[src/hw/rtl/frt_pkg.sv]
// ----------------------------------------------------------------------------
// frt_pkg
// Shared types and constants of the fragment reassembly tracker.
// ----------------------------------------------------------------------------
package frt_pkg;

	localparam int STREAMS        = 8;
	localparam int SLOT_W         = 3;
	localparam int MAX_FRAGS      = 64;
	localparam int MAX_FRAG_BYTES = 256;
	localparam logic [14:0] LEN_MAX = 15'h7fff;

	localparam logic [2:0] ST_SINGLE    = 3'd0;
	localparam logic [2:0] ST_WAITING   = 3'd1;
	localparam logic [2:0] ST_DUPLICATE = 3'd2;
	localparam logic [2:0] ST_COMPLETE  = 3'd3;
	localparam logic [2:0] ST_FULL      = 3'd4;
	localparam logic [2:0] ST_MISMATCH  = 3'd5;
	localparam logic [2:0] ST_TOO_MANY  = 3'd6;
	localparam logic [2:0] ST_EXPIRED   = 3'd7;

	localparam logic REG_TIMEOUT = 1'b0;
	localparam logic REG_LIMIT   = 1'b1;

	typedef enum logic [2:0] {
		S_IDLE,
		S_SCAN,
		S_DECIDE,
		S_UPDATE,
		S_EXPIRE,
		S_OUT
	} frt_state_t;

	// Commands from the controller to the datapath.
	typedef struct packed {
		logic load;
		logic scan;
		logic decide;
		logic update;
		logic expire;
		logic out_take;
	} frt_cmd_t;

	// Status from the datapath to the controller.
	typedef struct packed {
		logic is_expire;
		logic quick;
		logic scan_last;
	} frt_stat_t;

endpackage

[src/hw/rtl/frt_ctrl.sv]
// ----------------------------------------------------------------------------
// frt_ctrl
// Sequencer: load, then slot scan, decision and update, or an expire walk, then result hand-off.
// ----------------------------------------------------------------------------
module frt_ctrl (
	input  logic              clk,
	input  logic              arst_n,
	input  logic              in_valid,
	output logic              in_ready,
	output logic              out_valid,
	input  logic              out_ready,
	input  frt_pkg::frt_stat_t stat,
	output frt_pkg::frt_cmd_t  cmd
);
	import frt_pkg::*;

	frt_state_t state_q, state_d;

	always_ff @(posedge clk or negedge arst_n) begin
		if (!arst_n) begin
			state_q <= S_IDLE;
		end else begin
			state_q <= state_d;
		end
	end

	always_comb begin
		state_d = state_q;
		unique case (state_q)
			S_IDLE:   if (in_valid) state_d = S_SCAN;
			S_SCAN: begin
				if (stat.is_expire) state_d = S_EXPIRE;
				else if (stat.quick) state_d = S_OUT;
				else if (stat.scan_last) state_d = S_DECIDE;
			end
			S_EXPIRE: if (stat.scan_last) state_d = S_OUT;
			S_DECIDE: state_d = S_UPDATE;
			S_UPDATE: state_d = S_OUT;
			S_OUT:    if (out_ready) state_d = S_IDLE;
			default:  state_d = S_IDLE;
		endcase
	end

	always_comb begin
		cmd       = '0;
		in_ready  = 1'b0;
		out_valid = 1'b0;
		unique case (state_q)
			S_IDLE: begin
				in_ready = 1'b1;
				cmd.load = in_valid;
			end
			S_SCAN:   cmd.scan = !stat.is_expire && !stat.quick;
			S_EXPIRE: cmd.expire = 1'b1;
			S_DECIDE: cmd.decide = 1'b1;
			S_UPDATE: cmd.update = 1'b1;
			S_OUT: begin
				out_valid    = 1'b1;
				cmd.out_take = out_ready;
			end
			default: ;
		endcase
	end

endmodule

[src/hw/rtl/frt_datapath.sv]
// ----------------------------------------------------------------------------
// frt_datapath
// Slot table, scan counter, key compare and result register.
// ----------------------------------------------------------------------------
module frt_datapath (
	input  logic               clk,
	input  logic               arst_n,
	input  frt_pkg::frt_cmd_t  cmd,
	output frt_pkg::frt_stat_t stat,
	input  logic               cfg_we,
	input  logic               cfg_index,
	input  logic [31:0]        cfg_data,
	input  logic               command,
	input  logic [15:0]        sender_id,
	input  logic [15:0]        epoch_number,
	input  logic [15:0]        sequence_number,
	input  logic [7:0]         frag_index,
	input  logic [7:0]         frag_count,
	input  logic [8:0]         fragment_length,
	input  logic [31:0]        now_time,
	output logic [2:0]         status,
	output logic               message_ready,
	output logic [2:0]         slot_number,
	output logic [5:0]         buffer_fragment,
	output logic [14:0]        message_length,
	output logic [3:0]         evicted_count
);
	import frt_pkg::*;

	logic [31:0] timeout_q;
	logic [3:0]  limit_q;

	logic [STREAMS-1:0] valid_q;
	logic [47:0] key_m   [STREAMS];
	logic [6:0]  total_m [STREAMS];
	logic [63:0] map_m   [STREAMS];
	logic [6:0]  cnt_m   [STREAMS];
	logic [14:0] bytes_m [STREAMS];
	logic [31:0] seen_m  [STREAMS];

	logic        cmd_q;
	logic [47:0] key_q;
	logic [7:0]  fidx_q, fcnt_q;
	logic [8:0]  flen_q;
	logic [31:0] now_q;

	logic [SLOT_W-1:0] idx_q;
	logic [3:0]  used_q;
	logic        found_q, hfree_q;
	logic [SLOT_W-1:0] slot_q, free_q;
	logic [3:0]  evict_q;
	logic        new_q;

	logic [2:0]  st_q;
	logic        rdy_q;
	logic [2:0]  sl_q;
	logic [5:0]  bf_q;
	logic [14:0] len_q;

	logic [8:0]  flen_c;
	logic [3:0]  lim_c;
	assign flen_c = (flen_q > 9'(MAX_FRAG_BYTES)) ? 9'(MAX_FRAG_BYTES) : flen_q;
	assign lim_c  = (limit_q > 4'(STREAMS)) ? 4'(STREAMS) : limit_q;

	assign stat.is_expire = cmd_q;
	assign stat.quick     = (fcnt_q == 8'd1) || (fcnt_q > 8'(MAX_FRAGS));
	assign stat.scan_last = (idx_q == SLOT_W'(STREAMS-1));

	// Working slot, chosen at decision time.
	logic [SLOT_W-1:0] ws_c;
	assign ws_c = found_q ? slot_q : free_q;

	logic [15:0] bsum_c;
	logic [6:0]  ncnt_c;
	logic        dup_c;
	assign bsum_c = 16'(bytes_m[ws_c]) + 16'(flen_c);
	assign ncnt_c = cnt_m[ws_c] + 7'd1;
	assign dup_c  = (fidx_q >= {1'b0, total_m[ws_c]}) || (fidx_q > 8'd63) ||
		map_m[ws_c][fidx_q[5:0]];

	always_ff @(posedge clk or negedge arst_n) begin
		if (!arst_n) begin
			timeout_q <= 32'd1000;
			limit_q   <= 4'd8;
		end else if (cfg_we) begin
			if (cfg_index == REG_TIMEOUT) timeout_q <= cfg_data;
			else limit_q <= cfg_data[3:0];
		end
	end

	always_ff @(posedge clk or negedge arst_n) begin
		if (!arst_n) begin
			valid_q <= '0;
		end else if (cmd.expire) begin
			if (valid_q[idx_q] && ((now_q - seen_m[idx_q]) > timeout_q))
				valid_q[idx_q] <= 1'b0;
		end else if (cmd.decide) begin
			if (found_q && total_m[slot_q] != fcnt_q[6:0]) valid_q[slot_q] <= 1'b0;
		end else if (cmd.update) begin
			if (new_q || found_q) begin
				valid_q[ws_c] <= !(!dup_c && ncnt_c >= total_m[ws_c]);
			end
		end
	end

	always_ff @(posedge clk) begin
		if (cmd.load) begin
			cmd_q   <= command;
			key_q   <= {sender_id, epoch_number, sequence_number};
			fidx_q  <= frag_index;
			fcnt_q  <= frag_count;
			flen_q  <= fragment_length;
			now_q   <= now_time;
			idx_q   <= '0;
			used_q  <= '0;
			found_q <= 1'b0;
			hfree_q <= 1'b0;
			slot_q  <= '0;
			free_q  <= '0;
			evict_q <= '0;
			new_q   <= 1'b0;
		end
		if (cmd.scan) begin
			if (valid_q[idx_q]) begin
				used_q <= used_q + 4'd1;
				if (!found_q && key_m[idx_q] == key_q) begin
					found_q <= 1'b1;
					slot_q  <= idx_q;
				end
			end else if (!hfree_q) begin
				hfree_q <= 1'b1;
				free_q  <= idx_q;
			end
			idx_q <= idx_q + SLOT_W'(1);
		end
		if (cmd.expire) begin
			if (valid_q[idx_q] && ((now_q - seen_m[idx_q]) > timeout_q))
				evict_q <= evict_q + 4'd1;
			idx_q <= idx_q + SLOT_W'(1);
		end
		// Quick cases produce their result straight from the loaded fields.
		if (stat.quick && !cmd_q && !cmd.scan && !cmd.decide && !cmd.update &&
			!cmd.expire && !cmd.load && !cmd.out_take) begin
			st_q  <= (fcnt_q == 8'd1) ? ST_SINGLE : ST_TOO_MANY;
			rdy_q <= (fcnt_q == 8'd1);
			sl_q  <= '0;
			bf_q  <= '0;
			len_q <= (fcnt_q == 8'd1) ? 15'(flen_c) : 15'd0;
		end
		if (cmd.expire && stat.scan_last) begin
			st_q  <= ST_EXPIRED;
			rdy_q <= 1'b0;
			sl_q  <= '0;
			bf_q  <= '0;
			len_q <= '0;
		end
		if (cmd.decide) begin
			sl_q  <= '0;
			bf_q  <= '0;
			len_q <= '0;
			rdy_q <= 1'b0;
			if (!found_q) begin
				if (used_q >= lim_c || !hfree_q) begin
					st_q <= ST_FULL;
				end else if (fcnt_q == 8'd0) begin
					st_q  <= ST_COMPLETE;
					rdy_q <= 1'b1;
				end else begin
					new_q             <= 1'b1;
					key_m[free_q]     <= key_q;
					total_m[free_q]   <= fcnt_q[6:0];
					map_m[free_q]     <= '0;
					cnt_m[free_q]     <= '0;
					bytes_m[free_q]   <= '0;
				end
			end else if (total_m[slot_q] != fcnt_q[6:0]) begin
				st_q    <= ST_MISMATCH;
				sl_q    <= slot_q;
				found_q <= 1'b0;
			end
		end
		if (cmd.update && (new_q || found_q)) begin
			seen_m[ws_c] <= now_q;
			sl_q <= ws_c;
			if (dup_c) begin
				st_q <= ST_DUPLICATE;
			end else begin
				map_m[ws_c][fidx_q[5:0]] <= 1'b1;
				cnt_m[ws_c]   <= ncnt_c;
				bytes_m[ws_c] <= (bsum_c > 16'(LEN_MAX)) ? LEN_MAX : bsum_c[14:0];
				bf_q <= fidx_q[5:0];
				if (ncnt_c < total_m[ws_c]) begin
					st_q <= ST_WAITING;
				end else begin
					st_q  <= ST_COMPLETE;
					rdy_q <= 1'b1;
					len_q <= (bsum_c > 16'(LEN_MAX)) ? LEN_MAX : bsum_c[14:0];
				end
			end
		end
	end

	assign status          = st_q;
	assign message_ready   = rdy_q;
	assign slot_number     = sl_q;
	assign buffer_fragment = bf_q;
	assign message_length  = len_q;
	assign evicted_count   = (cmd_q) ? evict_q : 4'd0;

endmodule

[src/hw/rtl/fragment_reassembly_tracker.sv]
// ----------------------------------------------------------------------------
// fragment_reassembly_tracker
// Tracks fragmented messages in an eight-slot table and reports each outcome.
// ----------------------------------------------------------------------------
// One input item (a fragment or an expire request) enters on in_valid and
// in_ready; exactly one result item leaves on out_valid and out_ready.
// The block handles one item at a time. A fragment walks the eight slots,
// one per cycle, to find its key and a free slot, then takes a decision
// step and an update step before the result. Single-fragment and too-many
// items skip the walk. An expire item walks the slots once comparing ages.
// A new item is taken in the cycle after the result is accepted. While the
// receiver stalls the result stays in the output register and no input is
// accepted. Reset empties the table and sets expire_timeout to 1000 and
// stream_limit to 8. Configuration writes are registered.
module fragment_reassembly_tracker (
	input  logic        clk,
	input  logic        arst_n,
	input  logic        cfg_we,
	input  logic        cfg_index,
	input  logic [31:0] cfg_data,
	input  logic        in_valid,
	output logic        in_ready,
	input  logic        command,
	input  logic [15:0] sender_id,
	input  logic [15:0] epoch_number,
	input  logic [15:0] sequence_number,
	input  logic [7:0]  frag_index,
	input  logic [7:0]  frag_count,
	input  logic [8:0]  fragment_length,
	input  logic [31:0] now_time,
	output logic        out_valid,
	input  logic        out_ready,
	output logic [2:0]  status,
	output logic        message_ready,
	output logic [2:0]  slot_number,
	output logic [5:0]  buffer_fragment,
	output logic [14:0] message_length,
	output logic [3:0]  evicted_count
);
	import frt_pkg::*;

	frt_cmd_t  cmd;
	frt_stat_t stat;

	frt_ctrl u_ctrl (
		.clk       (clk),
		.arst_n    (arst_n),
		.in_valid  (in_valid),
		.in_ready  (in_ready),
		.out_valid (out_valid),
		.out_ready (out_ready),
		.stat      (stat),
		.cmd       (cmd)
	);

	frt_datapath u_dp (
		.clk             (clk),
		.arst_n          (arst_n),
		.cmd             (cmd),
		.stat            (stat),
		.cfg_we          (cfg_we),
		.cfg_index       (cfg_index),
		.cfg_data        (cfg_data),
		.command         (command),
		.sender_id       (sender_id),
		.epoch_number    (epoch_number),
		.sequence_number (sequence_number),
		.frag_index      (frag_index),
		.frag_count      (frag_count),
		.fragment_length (fragment_length),
		.now_time        (now_time),
		.status          (status),
		.message_ready   (message_ready),
		.slot_number     (slot_number),
		.buffer_fragment (buffer_fragment),
		.message_length  (message_length),
		.evicted_count   (evicted_count)
	);

endmodule

[config.mk]
export PLATFORM = sky130hd
export DESIGN_NAME = fragment_reassembly_tracker
export DESIGN_NICKNAME = d
export VERILOG_FILES = /design/src/hw/rtl/frt_pkg.sv /design/src/hw/rtl/frt_ctrl.sv /design/src/hw/rtl/frt_datapath.sv /design/src/hw/rtl/fragment_reassembly_tracker.sv
export SDC_FILE = /design/constraint.sdc
export NUM_CORES = 2
export LEC_CHECK = 0
export ABC_CLOCK_PERIOD_IN_PS = 11900
export BUFFER_PORTS_ARGS = -buffer_cell sky130_fd_sc_hd__buf_2
export CAP_MARGIN = 20
export CORE_AREA = 5 5 586 414
export CTS_CLUSTER_SIZE = 30
export DETAILED_ROUTE_END_ITERATION = 7
export DIE_AREA = 0 0 591 419
export PLACE_DENSITY_LB_ADDON = 0.05
export SLEW_MARGIN = 20
export SYNTH_ARGS = -nofsm -noshare
export SYNTH_HDL_FRONTEND = slang
export SYNTH_SLANG_ARGS = --single-unit
[constraint.sdc]
create_clock -name clk -period 11.9 [get_ports clk]
set_clock_uncertainty 0.2 [all_clocks]
set_input_delay 1.19 -clock clk [delete_from_list [all_inputs] [get_ports clk]]
set_output_delay 1.19 -clock clk [all_outputs]
set_load 0.01 [all_outputs]
==> run summary <==
Register area -> 47000 sq um
Int Power -> 11.6 mW
Residual DRC -> 0
CP max FO -> 91
Unrepaired setup endpoints after global routing -> no
Net Count, Synth -> 4897
Post-CTS Hold Fix Bufs -> 0
Final Hold Viols -> 0
Cell area power density -> 225 nW/um^2
Yosys cell types -> 91
Via density -> 5.55
Iter 0 DRT Violations -> 4424
Worst R2R Setup Slack -> 3420 ps
Remaining Overflow, GRT -> 0
Psw -> 6.64 mW
Total length of routed wires -> 261 mm
Peak VDD IR -> 0.146 mV
Most used DFF post-synth -> edfxtp_1
Crit Reg-Reg Endpoint -> u_dp.map_m[3][57]
Tmin final -> 8480 ps
Worst slack, placed -> 3500 ps
Postcts setup bufs -> 0
Post-Layout Cell Count -> 8119
Avg Cell Area, Syn -> 15.1 sq um
Status -> finished clean
Synth async-reset ratio -> 0.0296
Upper clock frequency limit -> 118 MHz
CTS tree -> done
Multi-input gate area -> 21800 sq um
Max Transition Viols Final -> 0
Reg clk slew, reported paths -> 60 ps
Area grow syn2layout -> 14.7%
Root buffer cell -> clkbuf_16
Worst R2R Start -> u_dp.found_q
Max cap viols -> 0
Hold path cells -> 2
H-tree levels -> 4
First-pass GRT wire length -> 365 mm
Largest net degree at the start of global routing -> 180
DR pass1 iterations -> 7
Via count -> 45020
Leak -> 24.4 nW
Gr usage total -> 0.205
Initial Utilization -> 0.298
Part of the power in registers -> 0.363
Worst-margin pin slew -> 1180 ps
Sequential share of the synthesized area -> 0.667
Worst hold path class -> reg -> reg
Hold_sp -> u_dp.hfree_q
Tot Pwr -> 18.2 mW
IO buf count -> 177
Cell count after synthesis -> 4655
Vias in the first global route -> 45702
Worst r2r path cells -> 20
Clk_lat worst skew -> 840 ps
Clk pwr share -> 0.299
Crit. End Element -> flip-flop
Combinational Power Share -> 0.338
Post-CTS Resized -> 0
Final WS setup -> 3420 ps
Layout cells sized above 1 -> 0.199
CP Data Arrival Time -> 8770 ps
Die height -> 419 microns
Synth Warn # -> 0
Seq cells post-synth -> 1588
Sink Count -> 1588
GP Congestion -> 0.759
Fill cells -> 22965
Die X -> 591 microns
Worst EP required -> 12190 ps
Max-slew headroom -> 0.214
Switching Share -> 0.364
Hold Path Sink -> u_dp.hfree_q
Mapped Area -> 70500 sq um
Post-DR wirelength/cell -> 32.1 microns
Final Cycle Share -> 0.713
# setup viols final -> 0
Placed Instances -> 7794
EDFF count, synth -> 1496
Final Util -> 0.342
Final ANT Viol Nets -> 0
Initial antenna violation count -> 19
Total Die Area -> 248000 sq um
Clock tree buffer depth -> 4
Setup_tns -> 0 ps
Core area -> 237000 sq um
Site Rows -> 150
Startpoint types -> flip-flop
WS Path Type -> reg -> reg
I/O pins -> 178
CTS Buf Count -> 181
HPWL Detailed -> 146 mm
Fin nets -> 5027
sequential cells by signal, summed over array words and instances (netlist names), 6 cells and up, named ones only:
register and flops:
u_dp.timeout_q 32, u_dp.key_m 384, u_dp.total_m 56, u_dp.cnt_m 56, u_dp.flen_q 9, u_dp.fidx_q 8
u_dp.now_q 32, u_dp.bytes_m 120, u_dp.seen_m 256, u_dp.valid_q 8, u_dp.key_q 48, u_dp.message_length 15
u_dp.map_m 512, u_dp.buffer_fragment 6, u_dp.fcnt_q 8
synth_stat cells, types with 27 or more instances:
library cell,count,share of area
xor2_1,28,0.0035
a22oi_1,556,0.059
nand2_1,215,0.011
and3_1,36,0.0032
o22ai_1,64,0.0057
ha_1,96,0.017
a21o_1,31,0.0033
buf_1,59,0.0031
buf_2,119,0.0084
mux4_2,166,0.053
a221oi_1,76,0.0094
nor2_1,183,0.0097
nand3_1,94,0.0067
mux2_2,49,0.0078
mux2i_1,137,0.019
nor3_1,50,0.0035
a31oi_1,42,0.0037
clkbuf_1,186,0.0099
a22o_1,27,0.0034
nor2b_1,33,0.0029
nand3_2,35,0.0050
a22oi_2,32,0.0057
o21ai_0,101,0.0072
dfxtp_1,45,0.013
a21oi_1,111,0.0079
xnor2_1,69,0.0086
dfrtp_1,40,0.014
edfxtp_1,1496,0.64
inv_1,64,0.0034
cell usage in the layout (no fill, tap or decap), types with 49 or more instances in the layout:
| cell type | count |
|---|---|
| o22ai_1 | 63 |
| a22oi_1 | 556 |
| mux2i_1 | 134 |
| mux4_2 | 166 |
| a221oi_1 | 76 |
| nand3_1 | 92 |
| clkbuf_16 | 182 |
| o21ai_0 | 98 |
| ha_1 | 96 |
| clkbuf_1 | 49 |
| nand2_1 | 215 |
| xnor2_1 | 69 |
| edfxtp_1 | 1496 |
| buf_4 | 153 |
| a21oi_1 | 110 |
| nor2_1 | 162 |
| inv_1 | 63 |
| buf_2 | 177 |
how the worst max path moves through the flow:
stage | startpoint | endpoint | slack, ps
floorplan | u_dp.found_q | u_dp.map_m[0][0] | 290
global route | flip-flop | u_dp.valid_q[3] | 2960
finish | u_dp.found_q | u_dp.map_m[3][57] | 3420
CTS | flip-flop | u_dp.valid_q[4] | 3490
global placement | flip-flop | u_dp.valid_q[7] | 3440
detailed placement | flip-flop | u_dp.valid_q[6] | 3500
routing by layer:
layer | up-vias | wire length (microns) | global-route usage
li1 | 19162 | - | -
met1 | 23864 | 123000 | 0.303
met2 | 1621 | 114000 | 0.306
met3 | 373 | 17700 | 0.0451
met4 | 0 | 6380 | 0.0488
met5 | - | 0 | 0
cell type report:
cell class | count | area share
Timing Repair Buffer | 343 | 0.0284
Antenna cell | 8 | 0.000247
Sequential cell | 1588 | 0.581
Clock buffer | 235 | 0.0592
Inverter | 66 | 0.00322
Multi-Input combinational cell | 2605 | 0.269
Clock inverter | 82 | 0.00949
Tap cell | 3192 | 0.0494
worst max-delay path, cell delays in order (launching register included):
cell and delay, ps:
dfxtp_2 790, buf_4 470, and3b_1 470, or2_2 580
buf_4 300, nand2_1 320, o22ai_1 130, nor3_1 400
ha_1 310, nand2b_1 140, a21o_1 180, a21o_1 170
a21o_1 160, a21o_1 170, a21oi_1 140, o211ai_1 220
a2111oi_4 470, buf_12 650, nand3_4 700, buf_4 600
a22oi_1 290
power groups by stage:
stage / registers (mW) / logic, mW / clock network, mW
floorplan: 6.53 / 3.94 / 0
global placement: 6.75 / 6.19 / 0
detailed placement: 6.75 / 6.16 / 0
CTS: 6.63 / 6.18 / 5.61
global route: 6.65 / 6.63 / 5.85
finish: 6.62 / 6.15 / 5.46
kinds of logic after synthesis:
group | share of synthesized area
flops | 0.667
buf+inv | 0.0298
compound gates | 0.130
simple gates | 0.0630
xor+xnor | 0.0120
fa+ha+maj | 0.0176
mux | 0.0810
per-stage QoR:
| stage | area (sq um) | hold WS, ps |
|---|---|---|
| 2_1_floorplan | 70500 | 227 |
| 3_3_place_gp | 75300 | 238 |
| 3_5_place_dp | 75300 | 249 |
| 4_1_cts | 80900 | 252 |
| 5_1_grt | 80900 | 269 |
| 6_report | 80900 | 259 |
(Power assumes the default switching activity.)
